**config.mk**
```make
export PLATFORM = sky130hd
export DESIGN_NAME = string_escape_decoder_top_flat
export DESIGN_NICKNAME = d
export VERILOG_FILES = /design/src/rtl/sed_pkg.sv /design/src/rtl/sed_char_if.sv /design/src/rtl/sed_byte_if.sv /design/src/rtl/sed_front.sv /design/src/rtl/sed_queue.sv /design/src/rtl/sed_back.sv /design/src/rtl/string_escape_decoder_top.sv /design/src/flat_wrapper.sv
export SDC_FILE = /design/constraint.sdc
export NUM_CORES = 1
export LEC_CHECK = 0
export BUFFER_PORTS_ARGS = -buffer_cell sky130_fd_sc_hd__buf_4
export CAP_MARGIN = 10
export CORE_MARGIN = 8
export CORE_UTILIZATION = 33
export CTS_CLUSTER_SIZE = 16
export DETAILED_ROUTE_END_ITERATION = 6
export PLACE_DENSITY_LB_ADDON = 0.25
export SYNTH_ARGS = -nofsm -noshare
export SYNTH_HDL_FRONTEND = slang
export SYNTH_SLANG_ARGS = --single-unit
```
**constraint.sdc**
```tcl
create_clock -name clk -period 6.6 [get_ports clk]
set_clock_uncertainty 0.2 [all_clocks]
set_input_delay 0.66 -clock clk [delete_from_list [all_inputs] [get_ports clk]]
set_output_delay 0.66 -clock clk [all_outputs]
set_load 0.1 [all_outputs]
```
**src/rtl/sed_pkg.sv**
```systemverilog
package sed_pkg;

	// Character codes the decoder reacts to.
	localparam logic [7:0] CH_NUL    = 8'h00;
	localparam logic [7:0] CH_LF     = 8'h0a;
	localparam logic [7:0] CH_CR     = 8'h0d;
	localparam logic [7:0] CH_QUOTE  = 8'h22;
	localparam logic [7:0] CH_ZERO   = 8'h30;
	localparam logic [7:0] CH_SEVEN  = 8'h37;
	localparam logic [7:0] CH_NINE   = 8'h39;
	localparam logic [7:0] CH_UA     = 8'h41;
	localparam logic [7:0] CH_UF     = 8'h46;
	localparam logic [7:0] CH_UX     = 8'h58;
	localparam logic [7:0] CH_BSLASH = 8'h5c;
	localparam logic [7:0] CH_LA     = 8'h61;
	localparam logic [7:0] CH_LF_HEX = 8'h66;
	localparam logic [7:0] CH_LN     = 8'h6e;
	localparam logic [7:0] CH_LR     = 8'h72;
	localparam logic [7:0] CH_LX     = 8'h78;

	// A numeric escape takes at most this many digits.
	localparam logic [1:0] MAX_DIGITS = 2'd3;

	localparam int QUEUE_DEPTH_DEFAULT = 4;

	typedef enum logic [1:0] {
		ST_OK      = 2'd0,
		ST_NEWLINE = 2'd1,
		ST_NUL     = 2'd2,
		ST_UNKNOWN = 2'd3
	} status_t;

	typedef struct packed {
		logic [7:0] out_byte;
		logic       byte_valid;
		logic       string_end;
		status_t    status;
	} result_t;

	// One queue entry: the results caused by one input character.
	typedef struct packed {
		result_t r0;
		result_t r1;
		logic    two;
	} cmd_t;

	// Hex digit value; bit 4 is set when the character is a hex digit.
	function automatic logic [4:0] hex_digit(input logic [7:0] c);
		logic [7:0] d;
		begin
			d = 8'h00;
			if (c >= CH_ZERO && c <= CH_NINE) begin
				d = c - CH_ZERO;
				hex_digit = {1'b1, d[3:0]};
			end else if (c >= CH_UA && c <= CH_UF) begin
				d = c - CH_UA + 8'd10;
				hex_digit = {1'b1, d[3:0]};
			end else if (c >= CH_LA && c <= CH_LF_HEX) begin
				d = c - CH_LA + 8'd10;
				hex_digit = {1'b1, d[3:0]};
			end else begin
				hex_digit = {1'b0, d[3:0]};
			end
		end
	endfunction

endpackage

```
**src/rtl/sed_char_if.sv**
```systemverilog
interface sed_char_if;
	logic       valid;
	logic       ready;
	logic [7:0] in_char;

	modport source (output valid, output in_char, input ready);
	modport sink (input valid, input in_char, output ready);
endinterface

```
**src/rtl/sed_byte_if.sv**
```systemverilog
interface sed_byte_if;
	logic       valid;
	logic       ready;
	logic [7:0] out_byte;
	logic       byte_valid;
	logic       string_end;
	logic [1:0] status;

	modport source (output valid, output out_byte, output byte_valid, output string_end,
		output status, input ready);
	modport sink (input valid, input out_byte, input byte_valid, input string_end,
		input status, output ready);
endinterface

```
**src/rtl/sed_front.sv**
```systemverilog
module sed_front (
	input  logic          clk,
	input  logic          arst_n,
	input  logic          append_terminator,
	sed_char_if.sink      char_stream,
	output logic          push_valid,
	output sed_pkg::cmd_t push_cmd,
	input  logic          push_ready
);
	import sed_pkg::*;

	typedef enum logic [3:0] {
		MODE_NORMAL = 4'b0001,
		MODE_ESCAPE = 4'b0010,
		MODE_OCTAL  = 4'b0100,
		MODE_HEX    = 4'b1000
	} mode_t;

	mode_t      mode_q, mode_d;
	logic [7:0] acc_q, acc_d;
	logic [1:0] cnt_q, cnt_d;

	logic [7:0] c;
	logic       take;
	result_t    nr;
	logic       n_emit;
	logic       n_esc;
	logic       is_oct;
	logic [4:0] hv;
	logic [7:0] acc_oct;
	logic [7:0] acc_hex;
	logic [1:0] cnt_inc;
	logic       emit0;
	logic       emit1;
	result_t    r0;
	result_t    r1;

	assign c                 = char_stream.in_char;
	assign char_stream.ready = push_ready;
	assign take              = char_stream.valid && push_ready;

	assign is_oct  = (c >= CH_ZERO) && (c <= CH_SEVEN);
	assign hv      = hex_digit(c);
	assign acc_oct = {acc_q[4:0], 3'b000} + (c - CH_ZERO);
	assign acc_hex = {acc_q[3:0], 4'b0000} + {4'b0000, hv[3:0]};
	assign cnt_inc = cnt_q + 2'd1;

	// Handling of a character in normal mode.
	always_comb begin
		nr     = '0;
		n_emit = 1'b1;
		n_esc  = 1'b0;
		if (c == CH_QUOTE || c == CH_NUL) begin
			nr.byte_valid = append_terminator;
			nr.string_end = 1'b1;
			nr.status     = (c == CH_NUL) ? ST_NUL : ST_OK;
		end else if (c == CH_BSLASH) begin
			n_emit = 1'b0;
			n_esc  = 1'b1;
		end else if (c == CH_LF) begin
			nr.out_byte   = CH_LF;
			nr.byte_valid = 1'b1;
			nr.status     = ST_NEWLINE;
		end else begin
			nr.out_byte   = c;
			nr.byte_valid = 1'b1;
		end
	end

	always_comb begin
		mode_d = mode_q;
		acc_d  = acc_q;
		cnt_d  = cnt_q;
		emit0  = 1'b0;
		emit1  = 1'b0;
		r0     = '0;
		r1     = '0;
		unique case (mode_q)
			MODE_NORMAL: begin
				r0    = nr;
				emit0 = n_emit;
				if (n_esc) begin
					mode_d = MODE_ESCAPE;
				end
			end
			MODE_ESCAPE: begin
				mode_d = MODE_NORMAL;
				if (is_oct) begin
					mode_d = MODE_OCTAL;
					acc_d  = c - CH_ZERO;
					cnt_d  = 2'd1;
				end else if (c == CH_LX || c == CH_UX) begin
					mode_d = MODE_HEX;
					acc_d  = '0;
					cnt_d  = '0;
				end else begin
					emit0         = 1'b1;
					r0.byte_valid = 1'b1;
					if (c == CH_LR) begin
						r0.out_byte = CH_CR;
					end else if (c == CH_LN) begin
						r0.out_byte = CH_LF;
					end else if (c == CH_BSLASH || c == CH_QUOTE) begin
						r0.out_byte = c;
					end else begin
						r0.byte_valid = 1'b0;
						r0.status     = ST_UNKNOWN;
					end
				end
			end
			MODE_OCTAL, MODE_HEX: begin
				if (((mode_q == MODE_OCTAL) ? is_oct : hv[4]) && cnt_q < MAX_DIGITS) begin
					acc_d = (mode_q == MODE_OCTAL) ? acc_oct : acc_hex;
					cnt_d = cnt_inc;
					if (cnt_inc >= MAX_DIGITS) begin
						mode_d        = MODE_NORMAL;
						cnt_d         = '0;
						emit0         = 1'b1;
						r0.out_byte   = acc_d;
						r0.byte_valid = 1'b1;
					end
				end else begin
					// Escape cut short: pending byte first, then the character
					// is handled as in normal mode.
					emit0         = 1'b1;
					r0.out_byte   = acc_q;
					r0.byte_valid = 1'b1;
					cnt_d         = '0;
					mode_d        = n_esc ? MODE_ESCAPE : MODE_NORMAL;
					r1            = nr;
					emit1         = n_emit;
				end
			end
			default: begin
				mode_d = MODE_NORMAL;
			end
		endcase
	end

	assign push_valid   = take && emit0;
	assign push_cmd.r0  = r0;
	assign push_cmd.r1  = r1;
	assign push_cmd.two = emit1;

	always_ff @(posedge clk or negedge arst_n) begin
		if (!arst_n) begin
			mode_q <= MODE_NORMAL;
			acc_q  <= '0;
			cnt_q  <= '0;
		end else if (take) begin
			mode_q <= mode_d;
			acc_q  <= acc_d;
			cnt_q  <= cnt_d;
		end
	end

endmodule

```
**src/rtl/sed_queue.sv**
```systemverilog
module sed_queue #(
	parameter int DEPTH = sed_pkg::QUEUE_DEPTH_DEFAULT
) (
	input  logic          clk,
	input  logic          arst_n,
	input  logic          push_valid,
	input  sed_pkg::cmd_t push_cmd,
	output logic          push_ready,
	output logic          pop_valid,
	output sed_pkg::cmd_t pop_cmd,
	input  logic          pop_ready
);
	import sed_pkg::*;

	localparam int PW = (DEPTH > 1) ? $clog2(DEPTH) : 1;
	localparam int CW = $clog2(DEPTH + 1);

	cmd_t          entry_q [DEPTH];
	logic [PW-1:0] wr_ptr_q;
	logic [PW-1:0] rd_ptr_q;
	logic [CW-1:0] count_q;
	logic          do_push;
	logic          do_pop;

	assign push_ready = (count_q != CW'(DEPTH));
	assign pop_valid  = (count_q != '0);
	assign pop_cmd    = entry_q[rd_ptr_q];
	assign do_push    = push_valid && push_ready;
	assign do_pop     = pop_valid && pop_ready;

	always_ff @(posedge clk) begin
		if (do_push) begin
			entry_q[wr_ptr_q] <= push_cmd;
		end
	end

	always_ff @(posedge clk or negedge arst_n) begin
		if (!arst_n) begin
			wr_ptr_q <= '0;
			rd_ptr_q <= '0;
			count_q  <= '0;
		end else begin
			if (do_push) begin
				wr_ptr_q <= (wr_ptr_q == PW'(DEPTH - 1)) ? '0 : wr_ptr_q + PW'(1);
			end
			if (do_pop) begin
				rd_ptr_q <= (rd_ptr_q == PW'(DEPTH - 1)) ? '0 : rd_ptr_q + PW'(1);
			end
			if (do_push && !do_pop) begin
				count_q <= count_q + CW'(1);
			end else if (do_pop && !do_push) begin
				count_q <= count_q - CW'(1);
			end
		end
	end

endmodule

```
**src/rtl/sed_back.sv**
```systemverilog
module sed_back (
	input  logic          clk,
	input  logic          arst_n,
	input  logic          pop_valid,
	input  sed_pkg::cmd_t pop_cmd,
	output logic          pop_ready,
	sed_byte_if.source    byte_stream
);
	import sed_pkg::*;

	logic    out_valid_q;
	result_t res_q;
	logic    second_q;
	logic    load;

	// The output register may take a new result when it is empty or drained.
	assign load      = !out_valid_q || byte_stream.ready;
	assign pop_ready = load && (!pop_cmd.two || second_q);

	always_ff @(posedge clk) begin
		if (load && pop_valid) begin
			res_q <= second_q ? pop_cmd.r1 : pop_cmd.r0;
		end
	end

	always_ff @(posedge clk or negedge arst_n) begin
		if (!arst_n) begin
			out_valid_q <= 1'b0;
			second_q    <= 1'b0;
		end else if (load) begin
			out_valid_q <= pop_valid;
			if (pop_valid) begin
				second_q <= pop_cmd.two && !second_q;
			end
		end
	end

	assign byte_stream.valid      = out_valid_q;
	assign byte_stream.out_byte   = res_q.out_byte;
	assign byte_stream.byte_valid = res_q.byte_valid;
	assign byte_stream.string_end = res_q.string_end;
	assign byte_stream.status     = res_q.status;

endmodule

```
**src/rtl/string_escape_decoder_top.sv**
```systemverilog
// String escape decoder.
// The char_stream channel carries one raw character of a quoted string body
// per transfer, starting just after the opening quote. The byte_stream
// channel carries the decoded results: a byte with its valid flag, a flag
// on the last result of each string, and a status code for raw newlines,
// strings ended by NUL and unknown escapes.
// The cfg_we and cfg_wdata port writes the append_terminator bit, which adds
// a zero byte as the last result of each string; write it only while idle.
// The results of a character are written into a queue entry and then into
// the output register before they appear on byte_stream. The front decoder
// takes one character per cycle while the queue has room; the output
// register sends one result per cycle while the receiver is ready, so a
// character that cuts a numeric escape short and yields two results holds
// the output for both of them. A four-entry queue between front and
// back absorbs those bursts and short receiver stalls.
// When the receiver stalls, the output holds its result, the queue fills,
// and char_stream.ready falls once the queue is full.
// Reset clears the decode mode, the escape accumulator and digit count, the
// queue and the output valid, and sets append_terminator to 0.
module string_escape_decoder_top #(
	parameter int QUEUE_DEPTH = sed_pkg::QUEUE_DEPTH_DEFAULT
) (
	input  logic       clk,
	input  logic       arst_n,
	input  logic       cfg_we,
	input  logic       cfg_wdata,
	sed_char_if.sink   char_stream,
	sed_byte_if.source byte_stream
);
	import sed_pkg::*;

	logic append_q;
	logic push_valid;
	cmd_t push_cmd;
	logic push_ready;
	logic pop_valid;
	cmd_t pop_cmd;
	logic pop_ready;

	// Configuration register; only one bit is kept.
	always_ff @(posedge clk or negedge arst_n) begin
		if (!arst_n) begin
			append_q <= 1'b0;
		end else if (cfg_we) begin
			append_q <= cfg_wdata;
		end
	end

	// Front: decodes characters and queues the results each one causes.
	sed_front u_front (
		.clk               (clk),
		.arst_n            (arst_n),
		.append_terminator (append_q),
		.char_stream       (char_stream),
		.push_valid        (push_valid),
		.push_cmd          (push_cmd),
		.push_ready        (push_ready)
	);

	sed_queue #(
		.DEPTH (QUEUE_DEPTH)
	) u_queue (
		.clk        (clk),
		.arst_n     (arst_n),
		.push_valid (push_valid),
		.push_cmd   (push_cmd),
		.push_ready (push_ready),
		.pop_valid  (pop_valid),
		.pop_cmd    (pop_cmd),
		.pop_ready  (pop_ready)
	);

	// Back: sends one or two results per queue entry through the output register.
	sed_back u_back (
		.clk         (clk),
		.arst_n      (arst_n),
		.pop_valid   (pop_valid),
		.pop_cmd     (pop_cmd),
		.pop_ready   (pop_ready),
		.byte_stream (byte_stream)
	);

endmodule

```
**src/flat_wrapper.sv**
```systemverilog
// flat-port wrapper written by rule: the top's interface ports become plain ports
module string_escape_decoder_top_flat import sed_pkg::*;
#(
	parameter int QUEUE_DEPTH = sed_pkg::QUEUE_DEPTH_DEFAULT
)
  (clk, arst_n, cfg_we, cfg_wdata, char_stream_valid, char_stream_in_char, char_stream_ready, byte_stream_valid, byte_stream_out_byte, byte_stream_byte_valid, byte_stream_string_end, byte_stream_status, byte_stream_ready);
  sed_char_if char_stream_i ();
  sed_byte_if byte_stream_i ();
  input  logic clk;
  input  logic arst_n;
  input  logic cfg_we;
  input  logic cfg_wdata;
  input wire logic [$bits(char_stream_i.valid)-1:0] char_stream_valid;
  input wire logic [$bits(char_stream_i.in_char)-1:0] char_stream_in_char;
  output wire logic [$bits(char_stream_i.ready)-1:0] char_stream_ready;
  output wire logic [$bits(byte_stream_i.valid)-1:0] byte_stream_valid;
  output wire logic [$bits(byte_stream_i.out_byte)-1:0] byte_stream_out_byte;
  output wire logic [$bits(byte_stream_i.byte_valid)-1:0] byte_stream_byte_valid;
  output wire logic [$bits(byte_stream_i.string_end)-1:0] byte_stream_string_end;
  output wire logic [$bits(byte_stream_i.status)-1:0] byte_stream_status;
  input wire logic [$bits(byte_stream_i.ready)-1:0] byte_stream_ready;
  assign char_stream_i.valid = char_stream_valid;
  assign char_stream_i.in_char = char_stream_in_char;
  assign char_stream_ready = char_stream_i.ready;
  assign byte_stream_valid = byte_stream_i.valid;
  assign byte_stream_out_byte = byte_stream_i.out_byte;
  assign byte_stream_byte_valid = byte_stream_i.byte_valid;
  assign byte_stream_string_end = byte_stream_i.string_end;
  assign byte_stream_status = byte_stream_i.status;
  assign byte_stream_i.ready = byte_stream_ready;
  string_escape_decoder_top #(.QUEUE_DEPTH(QUEUE_DEPTH)) u_core (.clk(clk), .arst_n(arst_n), .cfg_we(cfg_we), .cfg_wdata(cfg_wdata), .char_stream(char_stream_i), .byte_stream(byte_stream_i));
endmodule
```
==> results.sh <==
export IMPL_crit_required_ns=6.73
export IMPL_h_tree_depth=4
export IMPL_grt_pass1_wl_um=24500
export IMPL_finalCritPeriodShare=0.545
export IMPL_drtPass1Iterations=5
export IMPL_cts_resized=0
export IMPL_rsz0062_at_grt="no"
export IMPL_setup_viol=0
export IMPL_place_gp_congestion=0.898
export IMPL_detail_route_antenna_nets=0
export IMPL_final_cell_mix="edfxtp_1, nand2_1, buf_4"
export IMPL_grt_max_degree=29
export IMPL_slew_headroom=0.357
export IMPL_hold_viol=0
export IMPL_maxCapViolCount=0
export IMPL_placed_cell_area_um2=7180
export IMPL_synth_edff_count=112
export IMPL_drtIter0Drc=344
export IMPL_hp_class="input port to flop"
export IMPL_yosys_area_top_type="edfxtp_1"
export IMPL_ys_ff_latch=136
export IMPL_clk_pin_slew_ns=0.05
export IMPL_start_util=0.333
export IMPL_final_core_util=0.385
export IMPL_final_common_cell="edfxtp_1"
export IMPL_dp_hpwl_um=10400
export IMPL_postSynthCellCount=491
export IMPL_dieWidth_um=158
export IMPL_drc=0
export IMPL_timing_final_ws_setup_ns=3.00
export IMPL_worst_setup_path_type="input port to flop"
export IMPL_area_growth_syn_to_layout_pct=15.7
export IMPL_cp_max_fo=11
export IMPL_root_buffer="clkbuf_16"
export IMPL_tritoncts_num_buffers=17
export IMPL_die_h_um=158
export IMPL_layout_nets=562
export IMPL_finalNonFillerCells=809
export IMPL_numPortBuffers=27
export IMPL_via_count=4150
export IMPL_period_needed_ns=3.60
export IMPL_tightest_slew_ns=0.954
export IMPL_ys_types=67
export IMPL_tns_ns=0
export IMPL_rows=52
export IMPL_synth_top_cell_area_share=0.504
export IMPL_syn_area_um2=6680
export IMPL_synthFlopType="edfxtp_1"
export IMPL_num_antenna_cells=0
export IMPL_drv_slew=0
export IMPL_status="completed"
export IMPL_ios=28
export IMPL_core_um2=20000
export IMPL_vias_per_cell=5.13
export IMPL_fin_total_pwr_mw=3.13
export IMPL_avgSynthCellArea_um2=13.6
export IMPL_cts_max_path_buffers=2
export IMPL_async_flop_share=0.176
export IMPL_p_leak_nw=2.92
export IMPL_grt_antenna_before_repair=0
export IMPL_dieArea_um2=25000
export IMPL_clkLatencyLatePin_ns=0.41
export IMPL_place_inst=776
export IMPL_drt_total_wl_um=15600
export IMPL_overflow=0
export IMPL_final_area_um2=7720
export IMPL_clock_sinks=136
export IMPL_max_freq_mhz=278
export IMPL_synth_area_leaders="edfxtp_1, dfrtp_1, mux4_2"
export IMPL_yosysSeqAreaShare=0.594
export IMPL_worstSetupStartpointType="input port"
export IMPL_ir_drop_mv=0.184
export IMPL_ys_warn_count=0
export IMPL_drive_gt1_frac=0.213
export IMPL_arrival_ns=3.73
export IMPL_grt_usage=0.131
export IMPL_grt_pass1_vias=4174
export IMPL_power_density_nw_per_um2=405
export IMPL_synth_net_count=527
export IMPL_cts_tree="done"
export IMPL_post_drt_wl_per_cell_um=19.3
export IMPL_whs_ns=0.241
export IMPL_crit_path_end_kind="flop"
export IMPL_pre_cts_slack_ns=2.60
-- power breakdown --
part	switching, mW	internal [mW]	leakage [nW]
registers	0.0548	1.15	1.33
clock network	0.349	0.518	0.258
logic	0.706	0.348	1.33
total	1.11	2.02	2.92
-- layer usage --
metal,track usage,share of wire,vias to the layer above
li1,-,-,1926
met5,0,0,-
met4,0.0395,0.013,0
met2,0.214,0.49,115
met1,0.169,0.45,2090
met3,0.0341,0.049,19
-- synthesized netlist by cell type, drive strengths merged, types with 3 or more instances --
master	number
a21oi	19
inv	20
o21ai	22
or3	4
and3	6
a31oi	5
nand2	62
nor3	4
nor4	3
xnor2	4
edfxtp	112
nor4b	5
and2	18
nand2b	3
nand3b	3
o22ai	5
nand3	7
o211ai	3
clkbuf	11
dfrtp	23
ha	20
buf	11
nor2	30
a22oi	5
nand4	5
mux4	25
mux2	15
xor2	5
a21o	4
-- state kept, by name, indices dropped and copies added, names as in the netlist --
name	cells
u_core.u_back.byte_stream.out_byte	8
u_core.u_queue.entry_q	100
u_core.u_front.mode_q	4
u_core.u_back.second_q	1
u_core.u_front.acc_q	8
u_core.append_q	1
u_core.u_queue.rd_ptr_q	2
u_core.u_front.cnt_q	2
u_core.u_back.byte_stream.string_end	1
u_core.u_back.byte_stream.status	2
u_core.u_queue.wr_ptr_q	2
u_core.u_back.byte_stream.byte_valid	1
u_core.u_queue.count_q	3
u_core.u_back.byte_stream.valid	1
-- layout make-up --
type | count | area [um^2]
tap | 270 | 338
inverter | 21 | 78.8
timing repair buffer | 38 | 288
clock buffer | 21 | 440
multi-input combinational | 312 | 2520
sequential | 136 | 3970
clock inverter | 11 | 98.8
fill | 1948 | 12300
-- critical path: stages --
cell	delay, ns
buf_4	0.18
inv_1	0.11
ha_1	0.22
o21bai_1	0.17
a21oi_1	0.11
o21ai_1	0.33
nand4_4	0.19
a31o_1	0.31
a21oi_2	0.29
ha_1	0.23
inv_1	0.07
fa_1	0.43
xor2_1	0.17
nor2_1	0.11
xor2_1	0.15
-- logic make-up (layout without fill, tap and decap cells) --
kind of cell               after synthesis  after routing  share of synthesized area
adders and majority gates               22             22                     0.0435
xor gates and xnor gates                10             10                     0.0154
buffers and inverters                   43             91                     0.0306
AOI/OAI and AO/OA                       80             80                     0.0791
and+or+nand+nor                        158            158                      0.121
muxes                                   42             42                      0.116
DFF                                    136            136                      0.594
-- final timing paths --
check,startpoint,endpoint,slack [ns],depth (start not counted)
min,byte_stream_ready,u_core.u_back.byte_stream.valid$_DFFE_PN0N_,0.24,2
min in group asynchronous,arst_n,u_core.u_queue.rd_ptr_q[0]$_DFFE_PN0P_,0.49,2
min reg2reg,u_core.u_queue.count_q[2]$_DFFE_PN0P_,u_core.u_queue.count_q[2]$_DFFE_PN0P_,0.30,1
max reg2reg,u_core.u_front.mode_q[0]$_DFFE_PN1P_,u_core.u_queue.count_q[2]$_DFFE_PN0P_,3.10,10
max in group asynchronous,arst_n,u_core.u_front.mode_q[0]$_DFFE_PN1P_,5.41,2
max,char_stream_in_char[1],u_core.u_queue.count_q[2]$_DFFE_PN0P_,3.00,15
-- what timing repair did --
item / 4_1_cts / 5_1_grt
endpoints found under the hold margin: 23 / 0
setup endpoints to repair: 0 / 0
hold buffers: 1 / 0
setup buffers: 0 / 0
(Power assumes the default switching activity.)
